File: config.mk
export PLATFORM = sky130hd
export DESIGN_NAME = m2ts_arrival_stamp_interpolator_flat
export DESIGN_NICKNAME = d
export VERILOG_FILES = /design/src/rtl/m2ts_pkg.sv /design/src/rtl/m2ts_in_if.sv /design/src/rtl/m2ts_out_if.sv /design/src/rtl/m2ts_arrival_stamp_interpolator.sv /design/src/rtl/m2ts_serial_muldiv.sv /design/src/rtl/m2ts_result_reg.sv /design/src/flat_wrapper.sv
export SDC_FILE = /design/constraint.sdc
export NUM_CORES = 1
export LEC_CHECK = 0
export BUFFER_PORTS_ARGS = -buffer_cell sky130_fd_sc_hd__buf_2
export CAP_MARGIN = 15
export CORE_ASPECT_RATIO = 0.5
export CORE_UTILIZATION = 57
export DETAILED_ROUTE_END_ITERATION = 8
export GPL_TIMING_DRIVEN = 0
export HOLD_SLACK_MARGIN = 0.1
export PLACE_DENSITY = 0.75
export SKIP_LAST_GASP = 1
export SYNTH_ARGS = -nofsm -noshare
export SYNTH_HDL_FRONTEND = slang
export SYNTH_SLANG_ARGS = --single-unit
File: constraint.sdc
create_clock -name clk -period 3.7 [get_ports clk]
set_clock_uncertainty 0.15 [all_clocks]
set_input_delay 0.555 -clock clk [delete_from_list [all_inputs] [get_ports clk]]
set_output_delay 0.555 -clock clk [all_outputs]
set_load 0.01 [all_outputs]
File: src/rtl/m2ts_pkg.sv
// Shared constants, types and state codes for the M2TS arrival stamp interpolator.
package m2ts_pkg;

	// Field widths
	localparam int unsigned PCR_W   = 42;
	localparam int unsigned STAMP_W = 30;
	localparam int unsigned CNT_W   = 7;
	localparam int unsigned IDX_W   = 6;
	localparam int unsigned OFF_W   = 15;
	localparam int unsigned BYTE_W  = 14;
	localparam int unsigned DIFF_W  = 16;
	localparam int unsigned PROD_W  = PCR_W + BYTE_W;

	// Stamped packet length in bytes
	localparam int unsigned PACKET_BYTES = 192;

	// Serial multiply/divide schedule
	localparam int unsigned MUL_STEPS  = BYTE_W;
	localparam int unsigned DIV_STEPS  = PROD_W;
	localparam int unsigned TOTAL_STEPS = MUL_STEPS + DIV_STEPS;
	localparam int unsigned STEP_W     = $clog2(TOTAL_STEPS);

	// Reference position of a packet that just took the reference
	localparam logic signed [OFF_W-1:0] OFF_AFTER_CUR = -(OFF_W'(PACKET_BYTES));

	// Operation codes
	localparam logic OP_PACKET = 1'b0;
	localparam logic OP_DRAIN  = 1'b1;

	typedef enum logic [2:0] {
		ST_IDLE,
		ST_START,
		ST_WAIT,
		ST_EMIT,
		ST_SINGLE
	} m2ts_state_t;

	typedef struct packed {
		logic [STAMP_W-1:0] arrival_stamp;
		logic               stamp_valid;
		logic               is_current_packet;
		logic               overflow;
		logic               last_of_run;
	} m2ts_result_t;

endpackage

File: src/rtl/m2ts_in_if.sv
// Packet event channel: valid/ready plus the event payload.
interface m2ts_in_if import m2ts_pkg::*; ();
	logic             valid;
	logic             ready;
	logic             operation;
	logic             pcr_present;
	logic [PCR_W-1:0] pcr_value;

	modport source(output valid, output operation, output pcr_present, output pcr_value,
		input ready);
	modport sink(input valid, input operation, input pcr_present, input pcr_value,
		output ready);
endinterface

File: src/rtl/m2ts_out_if.sv
// Result channel: valid/ready plus one stamp result.
interface m2ts_out_if import m2ts_pkg::*; ();
	logic               valid;
	logic               ready;
	logic [STAMP_W-1:0] arrival_stamp;
	logic               stamp_valid;
	logic               is_current_packet;
	logic               overflow;
	logic               last_of_run;

	modport source(output valid, output arrival_stamp, output stamp_valid,
		output is_current_packet, output overflow, output last_of_run, input ready);
	modport sink(input valid, input arrival_stamp, input stamp_valid,
		input is_current_packet, input overflow, input last_of_run, output ready);
endinterface

File: src/rtl/m2ts_arrival_stamp_interpolator.sv
// Top level: PCR tracking, pending count and flush sequencer for M2TS arrival stamps.
//
//   channel   dir   handshake            beat contents
//   packet    in    valid/ready          operation, pcr_present, pcr_value
//   result    out   valid/ready          arrival_stamp, stamp_valid, is_current_packet,
//                                        overflow, last_of_run
//   cfg       in    cfg_wr_en            cfg_wr_data -> stamp_mode_enable
//
// One event at a time. Each flushed pending packet passes through start, then the
// 14 multiply and 56 divide steps of the serial unit, then done and emit.
// arst_n clears all control and tracking state; mode resets to pass-through.
// A stalled result channel holds the sequencer in its emit or single state; the output register
// lets the next event be taken while the final beat still waits.
module m2ts_arrival_stamp_interpolator import m2ts_pkg::*; #(
	parameter int unsigned PENDING_DEPTH = 63
) (
	input  logic       clk,
	input  logic       arst_n,
	input  logic       cfg_wr_en,
	input  logic       cfg_wr_data,
	m2ts_in_if.sink    packet,
	m2ts_out_if.source result
);

	m2ts_state_t state_q, state_d;

	logic                     mode_q;
	logic                     have_ref_q;
	logic [PCR_W-1:0]         ref_pcr_q;
	logic signed [OFF_W-1:0]  ref_off_q;
	logic [PCR_W-1:0]         rate_ticks_q;
	logic [BYTE_W-1:0]        rate_bytes_q;
	logic [CNT_W-1:0]         pend_q;
	logic [IDX_W-1:0]         idx_q;
	logic [BYTE_W-1:0]        pos_q;
	logic                     neg_q;
	logic                     tail_q;
	logic                     upd_ref_q;
	logic [PCR_W-1:0]         cur_pcr_q;
	m2ts_result_t             single_q;

	logic                     accept;
	logic                     is_drain;
	logic                     drain_flush;
	logic                     pass_thru;
	logic                     hold_path;
	logic                     pend_full;
	logic                     pcr_path;
	logic                     pcr_flush;
	logic                     pcr_same;
	logic [BYTE_W-1:0]        pend_bytes;
	logic signed [DIFF_W-1:0] byte_span;
	logic                     dist_pos;
	logic signed [DIFF_W-1:0] fdiff;
	logic [DIFF_W-1:0]        fmag;
	logic                     fneg;
	logic                     last_beat;
	logic [STAMP_W-1:0]       flush_stamp;

	logic                     div_start;
	logic                     div_done;
	logic [STAMP_W-1:0]       div_quo;
	logic                     load_valid;
	logic                     load_ready;
	m2ts_result_t             load_data;

	// Event decode
	assign accept      = packet.valid && packet.ready;
	assign is_drain    = packet.operation == OP_DRAIN;
	assign pcr_same    = packet.pcr_value == ref_pcr_q;
	assign pend_full   = pend_q >= CNT_W'(PENDING_DEPTH);
	assign drain_flush = is_drain && have_ref_q && (pend_q != '0);
	assign pass_thru   = !is_drain && !mode_q;
	assign hold_path   = !is_drain && mode_q
		&& (!packet.pcr_present || (!have_ref_q && (pend_q != '0)));
	assign pcr_path    = !is_drain && mode_q && !hold_path;
	assign pcr_flush   = pcr_path && (pend_q != '0) && !pcr_same;

	// Byte distance from the reference to the arriving packet
	assign pend_bytes = (BYTE_W'(pend_q) << 7) + (BYTE_W'(pend_q) << 6);
	assign byte_span  = $signed({2'b00, pend_bytes}) - DIFF_W'(ref_off_q);
	assign dist_pos   = !byte_span[DIFF_W-1] && (byte_span != '0);

	// Distance of the pending packet under flush from the reference
	assign fdiff = $signed({2'b00, pos_q}) - DIFF_W'(ref_off_q);
	assign fneg  = fdiff[DIFF_W-1];
	assign fmag  = fneg ? DIFF_W'(-fdiff) : DIFF_W'(fdiff);

	assign last_beat   = (CNT_W'(idx_q) + CNT_W'(1)) == pend_q;
	assign flush_stamp = neg_q ? (ref_pcr_q[STAMP_W-1:0] - div_quo)
		: (ref_pcr_q[STAMP_W-1:0] + div_quo);

	// Interpolation unit
	m2ts_serial_muldiv u_muldiv (
		.clk        (clk),
		.arst_n     (arst_n),
		.start      (div_start),
		.span       (fmag[BYTE_W-1:0]),
		.rate_ticks (rate_ticks_q),
		.rate_bytes (rate_bytes_q),
		.done       (div_done),
		.quotient   (div_quo)
	);

	// Output register
	m2ts_result_reg u_result_reg (
		.clk        (clk),
		.arst_n     (arst_n),
		.load_valid (load_valid),
		.load_data  (load_data),
		.load_ready (load_ready),
		.result     (result)
	);

	// State register
	always_ff @(posedge clk or negedge arst_n) begin
		if (!arst_n) begin
			state_q <= ST_IDLE;
		end else begin
			state_q <= state_d;
		end
	end

	// Next state and sequencer outputs
	always_comb begin
		state_d      = state_q;
		packet.ready = 1'b0;
		div_start    = 1'b0;
		load_valid   = 1'b0;
		load_data    = single_q;
		unique case (state_q)
			ST_IDLE: begin
				packet.ready = 1'b1;
				if (accept) begin
					if (drain_flush || pcr_flush) begin
						state_d = ST_START;
					end else if (pass_thru || (hold_path && pend_full) || pcr_path) begin
						state_d = ST_SINGLE;
					end
				end
			end
			ST_START: begin
				div_start = 1'b1;
				state_d   = ST_WAIT;
			end
			ST_WAIT: begin
				if (div_done) begin
					state_d = ST_EMIT;
				end
			end
			ST_EMIT: begin
				load_valid                  = 1'b1;
				load_data.arrival_stamp     = flush_stamp;
				load_data.stamp_valid       = 1'b1;
				load_data.is_current_packet = 1'b0;
				load_data.overflow          = 1'b0;
				load_data.last_of_run       = last_beat && !tail_q;
				if (load_ready) begin
					if (!last_beat) begin
						state_d = ST_START;
					end else if (tail_q) begin
						state_d = ST_SINGLE;
					end else begin
						state_d = ST_IDLE;
					end
				end
			end
			ST_SINGLE: begin
				load_valid = 1'b1;
				if (load_ready) begin
					state_d = ST_IDLE;
				end
			end
			default: begin
				state_d = ST_IDLE;
			end
		endcase
	end

	// Mode register
	always_ff @(posedge clk or negedge arst_n) begin
		if (!arst_n) begin
			mode_q <= 1'b0;
		end else if (cfg_wr_en) begin
			mode_q <= cfg_wr_data;
		end
	end

	// Reference, rate and pending tracking
	always_ff @(posedge clk or negedge arst_n) begin
		if (!arst_n) begin
			have_ref_q   <= 1'b0;
			ref_pcr_q    <= '0;
			ref_off_q    <= '0;
			rate_ticks_q <= PCR_W'(1);
			rate_bytes_q <= BYTE_W'(1);
			pend_q       <= '0;
			idx_q        <= '0;
			pos_q        <= '0;
			tail_q       <= 1'b0;
			upd_ref_q    <= 1'b0;
		end else begin
			unique case (state_q)
				ST_IDLE: begin
					if (accept) begin
						idx_q     <= '0;
						pos_q     <= '0;
						tail_q    <= pcr_flush;
						upd_ref_q <= pcr_path && (!have_ref_q || !pcr_same);
						if (hold_path && !pend_full) begin
							pend_q <= pend_q + CNT_W'(1);
							if (packet.pcr_present) begin
								have_ref_q <= 1'b1;
								ref_pcr_q  <= packet.pcr_value;
								ref_off_q  <= $signed({1'b0, pend_bytes});
							end
						end
						if (pcr_flush) begin
							rate_ticks_q <= (dist_pos && (packet.pcr_value >= ref_pcr_q))
								? (packet.pcr_value - ref_pcr_q) : '0;
							rate_bytes_q <= dist_pos ? byte_span[BYTE_W-1:0] : BYTE_W'(1);
						end
					end
				end
				ST_EMIT: begin
					if (load_ready) begin
						if (last_beat) begin
							pend_q <= '0;
						end else begin
							idx_q <= idx_q + IDX_W'(1);
							pos_q <= pos_q + BYTE_W'(PACKET_BYTES);
						end
					end
				end
				ST_SINGLE: begin
					if (load_ready && upd_ref_q) begin
						have_ref_q <= 1'b1;
						ref_pcr_q  <= cur_pcr_q;
						ref_off_q  <= OFF_AFTER_CUR;
					end
				end
				ST_START, ST_WAIT: begin
				end
				default: begin
				end
			endcase
		end
	end

	// Event payload capture
	always_ff @(posedge clk) begin
		if (accept) begin
			cur_pcr_q                  <= packet.pcr_value;
			single_q.arrival_stamp     <= pcr_path ? packet.pcr_value[STAMP_W-1:0] : '0;
			single_q.stamp_valid       <= pcr_path;
			single_q.is_current_packet <= 1'b1;
			single_q.overflow          <= hold_path;
			single_q.last_of_run       <= 1'b1;
		end
		if (div_start) begin
			neg_q <= fneg;
		end
	end

	// Checks
	a_pend_bound: assert property (@(posedge clk) disable iff (!arst_n)
		pend_q <= CNT_W'(PENDING_DEPTH))
		else $error("pending count above depth");

	a_rate_nonzero: assert property (@(posedge clk) disable iff (!arst_n)
		rate_bytes_q != '0)
		else $error("zero byte rate");

	a_done_waiting: assert property (@(posedge clk) disable iff (!arst_n)
		div_done |-> state_q == ST_WAIT)
		else $error("divider finished outside wait state");

	a_emit_index: assert property (@(posedge clk) disable iff (!arst_n)
		state_q == ST_EMIT |-> CNT_W'(idx_q) < pend_q)
		else $error("flush index past pending count");

	a_empty_drain: assert property (@(posedge clk) disable iff (!arst_n)
		(accept && is_drain && (pend_q == '0)) |=> state_q == ST_IDLE)
		else $error("drain with nothing pending left idle");

endmodule

File: src/rtl/m2ts_serial_muldiv.sv
// Bit-serial multiply then restoring divide: low 30 bits of floor(span * ticks / bytes).
module m2ts_serial_muldiv import m2ts_pkg::*; (
	input  logic               clk,
	input  logic               arst_n,
	input  logic               start,
	input  logic [BYTE_W-1:0]  span,
	input  logic [PCR_W-1:0]   rate_ticks,
	input  logic [BYTE_W-1:0]  rate_bytes,
	output logic               done,
	output logic [STAMP_W-1:0] quotient
);

	localparam logic [STEP_W-1:0] LAST_STEP = STEP_W'(TOTAL_STEPS - 1);
	localparam logic [STEP_W-1:0] MUL_END   = STEP_W'(MUL_STEPS);

	logic               busy_q;
	logic               done_q;
	logic [STEP_W-1:0]  cnt_q;
	logic [BYTE_W-1:0]  dbits_q;
	logic [PROD_W-1:0]  acc_q;
	logic [BYTE_W-1:0]  rem_q;
	logic [STAMP_W-1:0] quo_q;

	logic [PROD_W-1:0]  mul_sum;
	logic [BYTE_W:0]    trial;
	logic [BYTE_W:0]    trial_sub;
	logic               trial_ge;

	// Multiply phase: MSB-first shift-add over the distance bits
	assign mul_sum = {acc_q[PROD_W-2:0], 1'b0}
		+ (dbits_q[BYTE_W-1] ? PROD_W'(rate_ticks) : '0);

	// Divide phase: one quotient bit per cycle, product shifts out MSB first
	assign trial     = {rem_q, acc_q[PROD_W-1]};
	assign trial_ge  = trial >= {1'b0, rate_bytes};
	assign trial_sub = trial - {1'b0, rate_bytes};

	// Control
	always_ff @(posedge clk or negedge arst_n) begin
		if (!arst_n) begin
			busy_q <= 1'b0;
			done_q <= 1'b0;
			cnt_q  <= '0;
		end else if (start) begin
			busy_q <= 1'b1;
			done_q <= 1'b0;
			cnt_q  <= '0;
		end else if (busy_q) begin
			cnt_q <= cnt_q + STEP_W'(1);
			if (cnt_q == LAST_STEP) begin
				busy_q <= 1'b0;
				done_q <= 1'b1;
			end
		end else begin
			done_q <= 1'b0;
		end
	end

	// Datapath shift registers
	always_ff @(posedge clk) begin
		if (start) begin
			dbits_q <= span;
			acc_q   <= '0;
			rem_q   <= '0;
		end else if (busy_q) begin
			if (cnt_q < MUL_END) begin
				acc_q   <= mul_sum;
				dbits_q <= {dbits_q[BYTE_W-2:0], 1'b0};
			end else begin
				acc_q <= {acc_q[PROD_W-2:0], 1'b0};
				rem_q <= trial_ge ? trial_sub[BYTE_W-1:0] : trial[BYTE_W-1:0];
				quo_q <= {quo_q[STAMP_W-2:0], trial_ge};
			end
		end
	end

	assign done     = done_q;
	assign quotient = quo_q;

endmodule

File: src/rtl/m2ts_result_reg.sv
// One-beat output register between the sequencer and the result channel.
module m2ts_result_reg import m2ts_pkg::*; (
	input  logic         clk,
	input  logic         arst_n,
	input  logic         load_valid,
	input  m2ts_result_t load_data,
	output logic         load_ready,
	m2ts_out_if.source   result
);

	logic         full_q;
	m2ts_result_t data_q;

	assign load_ready = !full_q || result.ready;

	// Occupancy
	always_ff @(posedge clk or negedge arst_n) begin
		if (!arst_n) begin
			full_q <= 1'b0;
		end else if (load_valid && load_ready) begin
			full_q <= 1'b1;
		end else if (result.ready) begin
			full_q <= 1'b0;
		end
	end

	// Payload
	always_ff @(posedge clk) begin
		if (load_valid && load_ready) begin
			data_q <= load_data;
		end
	end

	assign result.valid             = full_q;
	assign result.arrival_stamp     = data_q.arrival_stamp;
	assign result.stamp_valid       = data_q.stamp_valid;
	assign result.is_current_packet = data_q.is_current_packet;
	assign result.overflow          = data_q.overflow;
	assign result.last_of_run       = data_q.last_of_run;

endmodule

File: src/flat_wrapper.sv
// flat-port wrapper written by rule: the top's interface ports become plain ports
module m2ts_arrival_stamp_interpolator_flat import m2ts_pkg::*;
#(
	parameter int unsigned PENDING_DEPTH = 63
)
  (clk, arst_n, cfg_wr_en, cfg_wr_data, packet_valid, packet_operation, packet_pcr_present, packet_pcr_value, packet_ready, result_valid, result_arrival_stamp, result_stamp_valid, result_is_current_packet, result_overflow, result_last_of_run, result_ready);
  m2ts_in_if packet_i ();
  m2ts_out_if result_i ();
  input  logic clk;
  input  logic arst_n;
  input  logic cfg_wr_en;
  input  logic cfg_wr_data;
  input wire logic [$bits(packet_i.valid)-1:0] packet_valid;
  input wire logic [$bits(packet_i.operation)-1:0] packet_operation;
  input wire logic [$bits(packet_i.pcr_present)-1:0] packet_pcr_present;
  input wire logic [$bits(packet_i.pcr_value)-1:0] packet_pcr_value;
  output wire logic [$bits(packet_i.ready)-1:0] packet_ready;
  output wire logic [$bits(result_i.valid)-1:0] result_valid;
  output wire logic [$bits(result_i.arrival_stamp)-1:0] result_arrival_stamp;
  output wire logic [$bits(result_i.stamp_valid)-1:0] result_stamp_valid;
  output wire logic [$bits(result_i.is_current_packet)-1:0] result_is_current_packet;
  output wire logic [$bits(result_i.overflow)-1:0] result_overflow;
  output wire logic [$bits(result_i.last_of_run)-1:0] result_last_of_run;
  input wire logic [$bits(result_i.ready)-1:0] result_ready;
  assign packet_i.valid = packet_valid;
  assign packet_i.operation = packet_operation;
  assign packet_i.pcr_present = packet_pcr_present;
  assign packet_i.pcr_value = packet_pcr_value;
  assign packet_ready = packet_i.ready;
  assign result_valid = result_i.valid;
  assign result_arrival_stamp = result_i.arrival_stamp;
  assign result_stamp_valid = result_i.stamp_valid;
  assign result_is_current_packet = result_i.is_current_packet;
  assign result_overflow = result_i.overflow;
  assign result_last_of_run = result_i.last_of_run;
  assign result_i.ready = result_ready;
  m2ts_arrival_stamp_interpolator #(.PENDING_DEPTH(PENDING_DEPTH)) u_core (.clk(clk), .arst_n(arst_n), .cfg_wr_en(cfg_wr_en), .cfg_wr_data(cfg_wr_data), .packet(packet_i), .result(result_i));
endmodule
==> summary.md, run 1 <==
| Metric | Value |
|---|---|
| Fmax | 0.2463 GHz |
| Clk Tree Root Cell | clkbuf_16 |
| First-pass GRT wire length | 101.5 mm |
| Dpl hpwl | 47.24 mm |
| Die Y | 144.1 µm |
| Largest area contributor in the netlist | edfxtp_1 |
| Initial antenna violation count | 1 |
| Max incr delay on CP | 0.42 ns |
| Worst setup EP type | flip-flop |
| IR drop worst, VDD | 0.0005995 V |
| CTS tree | built |
| Number of fill cells | 2,943 |
| Vias in the first global route | 18,540 |
| Starting Density | 0.5851 |
| Place WS | -0.9413 ns |
| Clk pin slew, worst setup/hold paths | 0.07 ns |
| Critical Path AT | 4.34 ns |
| Most common cell on crit path | ha_4 |
| Post-synthesis sequential area ratio | 0.4112 |
| Worst slew pin tran | 0.8920 ns |
| Via-to-Cell Ratio | 6.113 |
| Ranking of synthesized cells by area | edfxtp_1 20%, dfrtp_1 15%, ha_1 8.4% |
| Layout cells sized above 1 | 0.1785 |
| Final setup vio count | 56 |
| Unrepaired setup endpoints after global routing | yes |
| Slew Viols, Final | 0 |
| Crit path max-delay family | compound AO/OA/AOI/OAI gates |
| Standard-cell rows | 51 |
| Core box area | 39,370 µm² |
| Vias | 19,980 |
| Gr ovfl total | 0 |
| PD cells | 842.2 nW/µm² |
| Synth cell count leaders | 242 x nand2_1, 208 x o21ai_0, 190 x a21oi_1 |
| Routed wire length | 67.10 mm |
| Final Hold Fails | 0 |
| Primary FF master, synth | edfxtp_1 |
| Critical path class | reg2reg |
| Status | complete, but fails checks |
| Fraction of registers with async set/reset | 0.3867 |
| HP Class | in2reg |
| Yosys top cell area share | 0.1982 |
| Cts bufs inserted | 35 |
| #FFs+latches synth | 362 |
| Distinct cells, synth | 101 |
| I/O Buffers | 85 |
| Number of buffers and inverters on the critical path | 4 |
| Gpl congestion | 0.9999 |
| Nets | 2,923 |
| Crit path time final | 4.060 ns |
| Synthesized area per cell | 9.281 µm² |
| Remaining DRCs | 0 |
| DR iter-0 viols | 1,996 |
| Post-synth net total | 2,693 |
| Max-Cap Viols | 0 |
| Clock sink count | 362 |
| Worst-case clock buffer depth | 3 |
| PnR worst setup slack | -0.3596 ns |
| Worst-Skew Late Latency | 0.55 ns |
| Leakage | 11.50 nW |
| Antenna Violating Nets Remaining | 0 |
| Synthesized cell area | 23,030 µm² |
| Critical path peak fanout | 6 |
| CP required | 3.98 ns |
| Chip width | 286.3 µm |
| CP Launch Type | flip-flop |
| Tcrit/Tclk final | 1.097 |
| # H-tree levels | 2 |
| Relative slew slack | 0.4053 |
| Area Overhead vs Synth | 19.25% |
| # IOs | 86 |
| Count leader, synth | nand2_1 |
| Routed WL per cell | 20.53 µm |
| Slowest CP cell | dfrtp_2 |
| EDFF count, synth | 152 |
| Yosys warns | 0 |
| DIE AREA | 41,270 µm² |
| Largest net degree at the start of global routing | 93 |
| GR Util All Layers | 0.3156 |
| Drt pass-1 iters | 5 |
| Ant diodes | 0 |
| Final core occ | 0.6977 |
| Syn Inst Count | 2,482 |
| Violated checks | setup timing |
| Crit path cell chain | ha_4 > inv_2 > fa_2 > buf_4 > xnor2_4 > ha_4 > nor2b_1 > o21a_1 > nor4_4 > nor3_4 > nor4b_4 > a31oi_1 > o21a_2 > o21a_4 > buf_8 > buf_6 > a22o_1 |
==> routing by layer <==
metal	share of wire	vias to the layer above	GRT usage	routed length, µm
met5	0	-	0	0
met4	0.025	0	0.07881	1659
met3	0.096	121	0.06735	6433
met2	0.44	787	0.4941	29590
met1	0.44	9709	0.4460	29420
li1	-	9367	-	-
==> cells by family after synthesis <==
family | share of synthesized area
and+or+nand+nor | 0.1600
AOI/OAI and AO/OA | 0.2024
DFF | 0.4112
buffers and inverters | 0.04248
xor gates and xnor gates | 0.06730
adders and majority gates | 0.08941
muxes | 0.02710
other | 0.0001628
==> power breakdown <==
| group | internal (W) | switching, W |
|---|---|---|
| Sequential | 0.00571 | 0.00100 |
| Combinational | 0.00520 | 0.00730 |
| Clock | 0.00224 | 0.00168 |
| Total | 0.0132 | 0.00998 |
==> per-stage QoR <==
step / cell area, µm² / cells / total power, W / setup TNS [ns] / hold WS (ns)
detailed placement: 24290 / 3102 / 0.01755 / -43.60 / 0.3202
finish: 27470 / 3269 / 0.02313 / -15.24 / 0.1094
global placement: 24170 / 3097 / 0.01722 / -132.86 / 0.3139
global route: 27470 / 3269 / 0.02459 / -22.56 / 0.1054
CTS: 26520 / 3240 / 0.02221 / -14.42 / 0.1028
floorplan: 23090 / 2482 / 0.01461 / 0 / 0.1094
==> state kept, by name, indices dropped and copies added (netlist names), 14 cells and up <==
signal and count:
u_core.rate_ticks_q 42, u_core.single_q 32, u_core.u_muldiv.quotient 30, u_core.u_muldiv.acc_q 56, u_core.u_muldiv.rem_q 14, u_core.u_result_reg.result.arrival_stamp 30
u_core.cur_pcr_q 42, u_core.ref_pcr_q 42
==> cell usage in the layout (no fill, tap or decap), drive strengths merged, types with 20 or more instances in the layout <==
master,instances
a211oi,25
a21o,63
a21oi,193
a22o,46
a31oi,26
and2,84
buf,202
clkbuf,122
dfrtp,138
dfxtp,70
edfxtp,152
ha,155
inv,136
mux2i,59
nand2,243
nand2b,20
nand3,49
nand4,22
nor2,182
nor3,45
o21a,26
o21ai,224
xnor2,122
xor2,55
==> area by class of cell <==
type,instances,area (µm²),area share
clock buffer,42,933.4,0.03398
multi-input combinational,1876,13620,0.4957
tap,530,663.1,0.02414
timing repair buffer,197,1473,0.05361
buffer,104,518.0,0.01886
sequential,362,9474,0.3449
inverter,136,511.7,0.01863
clock inverter,22,280.3,0.01020
==> path summary, 6_finish.rpt <==
kind | startpoint | endpoint | slack [ns] | depth (start not counted)
worst max-delay path | u_core.pend_q[1] | u_core.rate_ticks_q[30] | -0.36 | 17
worst min-delay path | packet_pcr_value[6] | u_core.cur_pcr_q[6] | 0.11 | 1
worst max register to register | u_core.pend_q[1] | u_core.rate_ticks_q[30] | -0.36 | 17
worst min register to register | u_core.rate_bytes_q[0] | u_core.rate_bytes_q[0] | 0.31 | 2
max in group asynchronous | arst_n | u_core.rate_ticks_q[0] | 2.20 | 3
min in group asynchronous | arst_n | u_core.mode_q | 0.37 | 2
==> repair_timing <==
item / 4_1_cts / 5_1_grt
setup buffers: 52 / 31
hold buffers: 18 / 1
resized for setup: 115 / 167
gates cloned: 5 / 1
hold endpoints to repair: 63 / 1
pin swaps: 59 / 96
setup endpoints to repair: 112 / 154
No activity file was read; power rests on OpenSTA's default activity.
==> run 2, diff against run 1 <==
CELL_PAD_IN_SITES_DETAIL_PLACEMENT = 1   (was unset)
CELL_PAD_IN_SITES_GLOBAL_PLACEMENT = 1   (was unset)
CORE_UTILIZATION = 45   (was 57)
PLACE_DENSITY = 0.76   (was 0.75)
==> summary.md, run 2 (synthesized netlist as in run 1, its figures left out) <==
| Metric | Value |
|---|---|
| Die Y | 162.0 µm (was 144.1 µm) |
| Vias | 20,590 (was 19,980) |
| GR Util All Layers | 0.2953 (was 0.3156) |
| Critical path origin | u_core.u_muldiv.quotient[4] (was u_core.pend_q[1]) |
| PD cells | 872.2 nW/µm² (was 842.2 nW/µm²) |
| Nets | 2,941 (was 2,923) |
| Gr ovfl total | 0 (unchanged) |
| Area Overhead vs Synth | 21.96% (was 19.25%) |
| Via-to-Cell Ratio | 5.968 (was 6.113) |
| Standard-cell rows | 58 (was 51) |
| Place WS | -1.212 ns (was -0.9413 ns) |
| Number of fill cells | 5,683 (was 2,943) |
| Final Hold Fails | 0 (unchanged) |
| Max-Cap Viols | 0 (unchanged) |
| IR drop worst, VDD | 0.0004227 V (was 0.0005995 V) |
| FF-to-FF Start | u_core.u_muldiv.quotient[4] (was u_core.pend_q[1]) |
| Clk pin slew, worst setup/hold paths | 0.07 ns (about the same) |
| Remaining DRCs | 0 (unchanged) |
| CP required | 3.83 ns (was 3.98 ns) |
| # IOs | 86 (unchanged) |
| Routed wire length | 81.46 mm (was 67.10 mm) |
| Final Non-Filler Cells | 3,450 (was 3,269) |
| Setup TNS | -21.03 ns (was -15.24 ns) |
| Worst-case clock buffer depth | 3 (unchanged) |
| Slowest CP cell | edfxtp_1 (was dfrtp_2) |
| Tcrit/Tclk final | 1.143 (was 1.097) |
| Vias in the first global route | 20,540 (was 18,540) |
| Reg2Reg Setup Slack | -0.53 ns (was -0.36 ns) |
| Dpl hpwl | 55.77 mm (was 47.24 mm) |
| Total power | 0.02450 W (was 0.02313 W) |
| Hold Path Cell Cnt | 1 (unchanged) |
| Critical Path AT | 4.36 ns (was 4.34 ns) |
| Most frequent cells in the layout | 233 x nand2_1, 184 x o21ai_0, 163 x nor2_1, 154 x a21oi_1, 152 x edfxtp_1 (was 236 x nand2_1, 189 x o21ai_0, 169 x nor2_1, 161 x a21oi_1, 152 x edfxtp_1) |
| Hold endpoint | u_core.cur_pcr_q[30] (was u_core.cur_pcr_q[6]) |
| Slew Viols, Final | 0 (unchanged) |
| Starting Density | 0.4574 (was 0.5851) |
| Number of flip-flops in the largest register | 56 (unchanged) |
| Status | complete, but fails checks (unchanged) |
| Max incr delay on CP | 0.41 ns (was 0.42 ns) |
| Crit path time final | 4.230 ns (was 4.060 ns) |
| Crit path max-delay family | compound AO/OA/AOI/OAI gates (unchanged) |
| Routed WL per cell | 23.61 µm (was 20.53 µm) |
| Biggest register | u_core.u_muldiv.acc_q (unchanged) |
| Critical path peak fanout | 5 (was 6) |
| DR iter-0 viols | 1,531 (was 1,996) |
| Crit path cell chain | nor2_2 > nand4_1 > nor4_4 > and4bb_2 > buf_6 > a21oi_2 > xnor2_2 > ha_4 > inv_2 > nor2_4 > a221oi_4 > o31ai_4 > a211oi_2 > o21bai_1 > a21o_1 > a21oi_2 > xor2_1 > o21ai_0 (was ha_4 > inv_2 > fa_2 > buf_4 > xnor2_4 > ha_4 > nor2b_1 > o21a_1 > nor4_4 > nor3_4 > nor4b_4 > a31oi_1 > o21a_2 > o21a_4 > buf_8 > buf_6 > a22o_1) |
| Fmax | 0.2364 GHz (was 0.2463 GHz) |
| Critical path class | reg2reg (unchanged) |
| Number of buffers and inverters on the critical path | 2 (was 4) |
| CP Launch Type | flip-flop (unchanged) |
| R2R cell count | 18 (was 17) |
| Most common cell on crit path | a21oi_2 (was ha_4) |
| Leakage | 11.65 nW (was 11.50 nW) |
| Relative slew slack | 0.3713 (was 0.4053) |
| Clk Tree Root Cell | clkbuf_16 (unchanged) |
| Cell total after placement | 3,261 (was 3,102) |
| CTS tree | built (unchanged) |
| HP Class | in2reg (unchanged) |
| Core box area | 50,360 µm² (was 39,370 µm²) |
| Initial antenna violation count | 1 (unchanged) |
| Final setup vio count | 72 (was 56) |
| Hold path startpoint | packet_pcr_value[30] (was packet_pcr_value[6]) |
| # H-tree levels | 2 (unchanged) |
| Worst slew pin tran | 0.9430 ns (was 0.8920 ns) |
| Cts bufs inserted | 38 (was 35) |
| DIE AREA | 52,150 µm² (was 41,270 µm²) |
| Chip width | 322.0 µm (was 286.3 µm) |
| I/O Buffers | 85 (unchanged) |
| Reg2Reg Capture Point | u_core.u_result_reg.result.arrival_stamp[22] (was u_core.rate_ticks_q[30]) |
| Violated checks | setup timing (unchanged) |
| Antenna Violating Nets Remaining | 0 (unchanged) |
| Clock sink count | 362 (unchanged) |
| Layout cells sized above 1 | 0.1943 (was 0.1785) |
| Gpl congestion | 0.9169 (was 0.9999) |
| Largest net degree at the start of global routing | 87 (was 93) |
| Most common cell after layout, fill and taps aside | nand2_1 (unchanged) |
| PnR worst setup slack | -0.5304 ns (was -0.3596 ns) |
| First-pass GRT wire length | 119.7 mm (was 101.5 mm) |
| Unrepaired setup endpoints after global routing | yes (unchanged) |
| Drt pass-1 iters | 7 (was 5) |
| Worst setup EP type | flip-flop (unchanged) |
| Worst-Skew Late Latency | 0.55 ns (about the same) |
run 2: worst reg2reg max path: stages (launching register included):
cell and delay [ns]:
edfxtp_1 0.41, nor2_2 0.18, nand4_1 0.22, nor4_4 0.22
and4bb_2 0.33, buf_6 0.12, a21oi_2 0.07, xnor2_2 0.24
ha_4 0.28, inv_2 0.08, nor2_4 0.04, a221oi_4 0.31
o31ai_4 0.16, a211oi_2 0.32, o21bai_1 0.18, a21o_1 0.25
a21oi_2 0.16, xor2_1 0.15, o21ai_0 0.10
run 2: worst max path at each step:
stage,to,slack [ns],cells after the start
2_1_floorplan,u_core.u_result_reg.result.arrival_stamp[29],0.01,18
3_3_place_gp,u_core.u_result_reg.result.arrival_stamp[21],-1.14,5
3_5_place_dp,u_core.u_result_reg.result.arrival_stamp[29],-1.21,16
4_1_cts,u_core.u_result_reg.result.arrival_stamp[28],-0.43,18
5_1_grt,u_core.u_result_reg.result.arrival_stamp[29],-0.72,18
6_report,u_core.u_result_reg.result.arrival_stamp[22],-0.53,18
run 2: routing by layer:
layer	vias to the layer above	wire length, µm	GRT usage
li1	9420	-	-
met2	616	37560	0.4707
met3	138	4580	0.03441
met4	0	1812	0.07056
met5	-	0	0
met1	10420	37510	0.4282
run 2: repair_timing:
item	CTS	global route
pin swaps	65	89
setup endpoints to repair	133	102
cloned	6	0
setup buffers	70	37
endpoints found under the hold margin	69	1
gates resized for setup	124	209
hold buffers	17	1
run 2: through the flow:
step	hold WS [ns]	cell area (µm²)	utilization
5_1_grt	0.1052	28090	0.5578
2_1_floorplan	0.1094	23090	-
3_5_place_dp	0.3260	24480	0.4861
3_3_place_gp	0.3114	24370	0.4840
6_report	0.1209	28090	0.5578
4_1_cts	0.1002	26980	0.5357
run 2: area by class of cell:
type	instances	area (µm²)	area share
plain buffers	104	529.3	0.01884
inverters	136	514.2	0.01830
clock inverters	18	186.4	0.006636
diodes	1	2.502	0.00008907
repair buffers	212	1599	0.05692
flip-flops and latches	362	9474	0.3372
multi-input cells	1876	13860	0.4934
clock buffers	51	1062	0.03781
well taps	690	863.3	0.03073
run 2: report_power, final:
part	internal [W]	total [W]	switching [W]
registers	0.00572	0.00686	0.00114
logic	0.00543	0.0137	0.00823
clock network	0.00225	0.00399	0.00175
total	0.0134	0.0245	0.0111
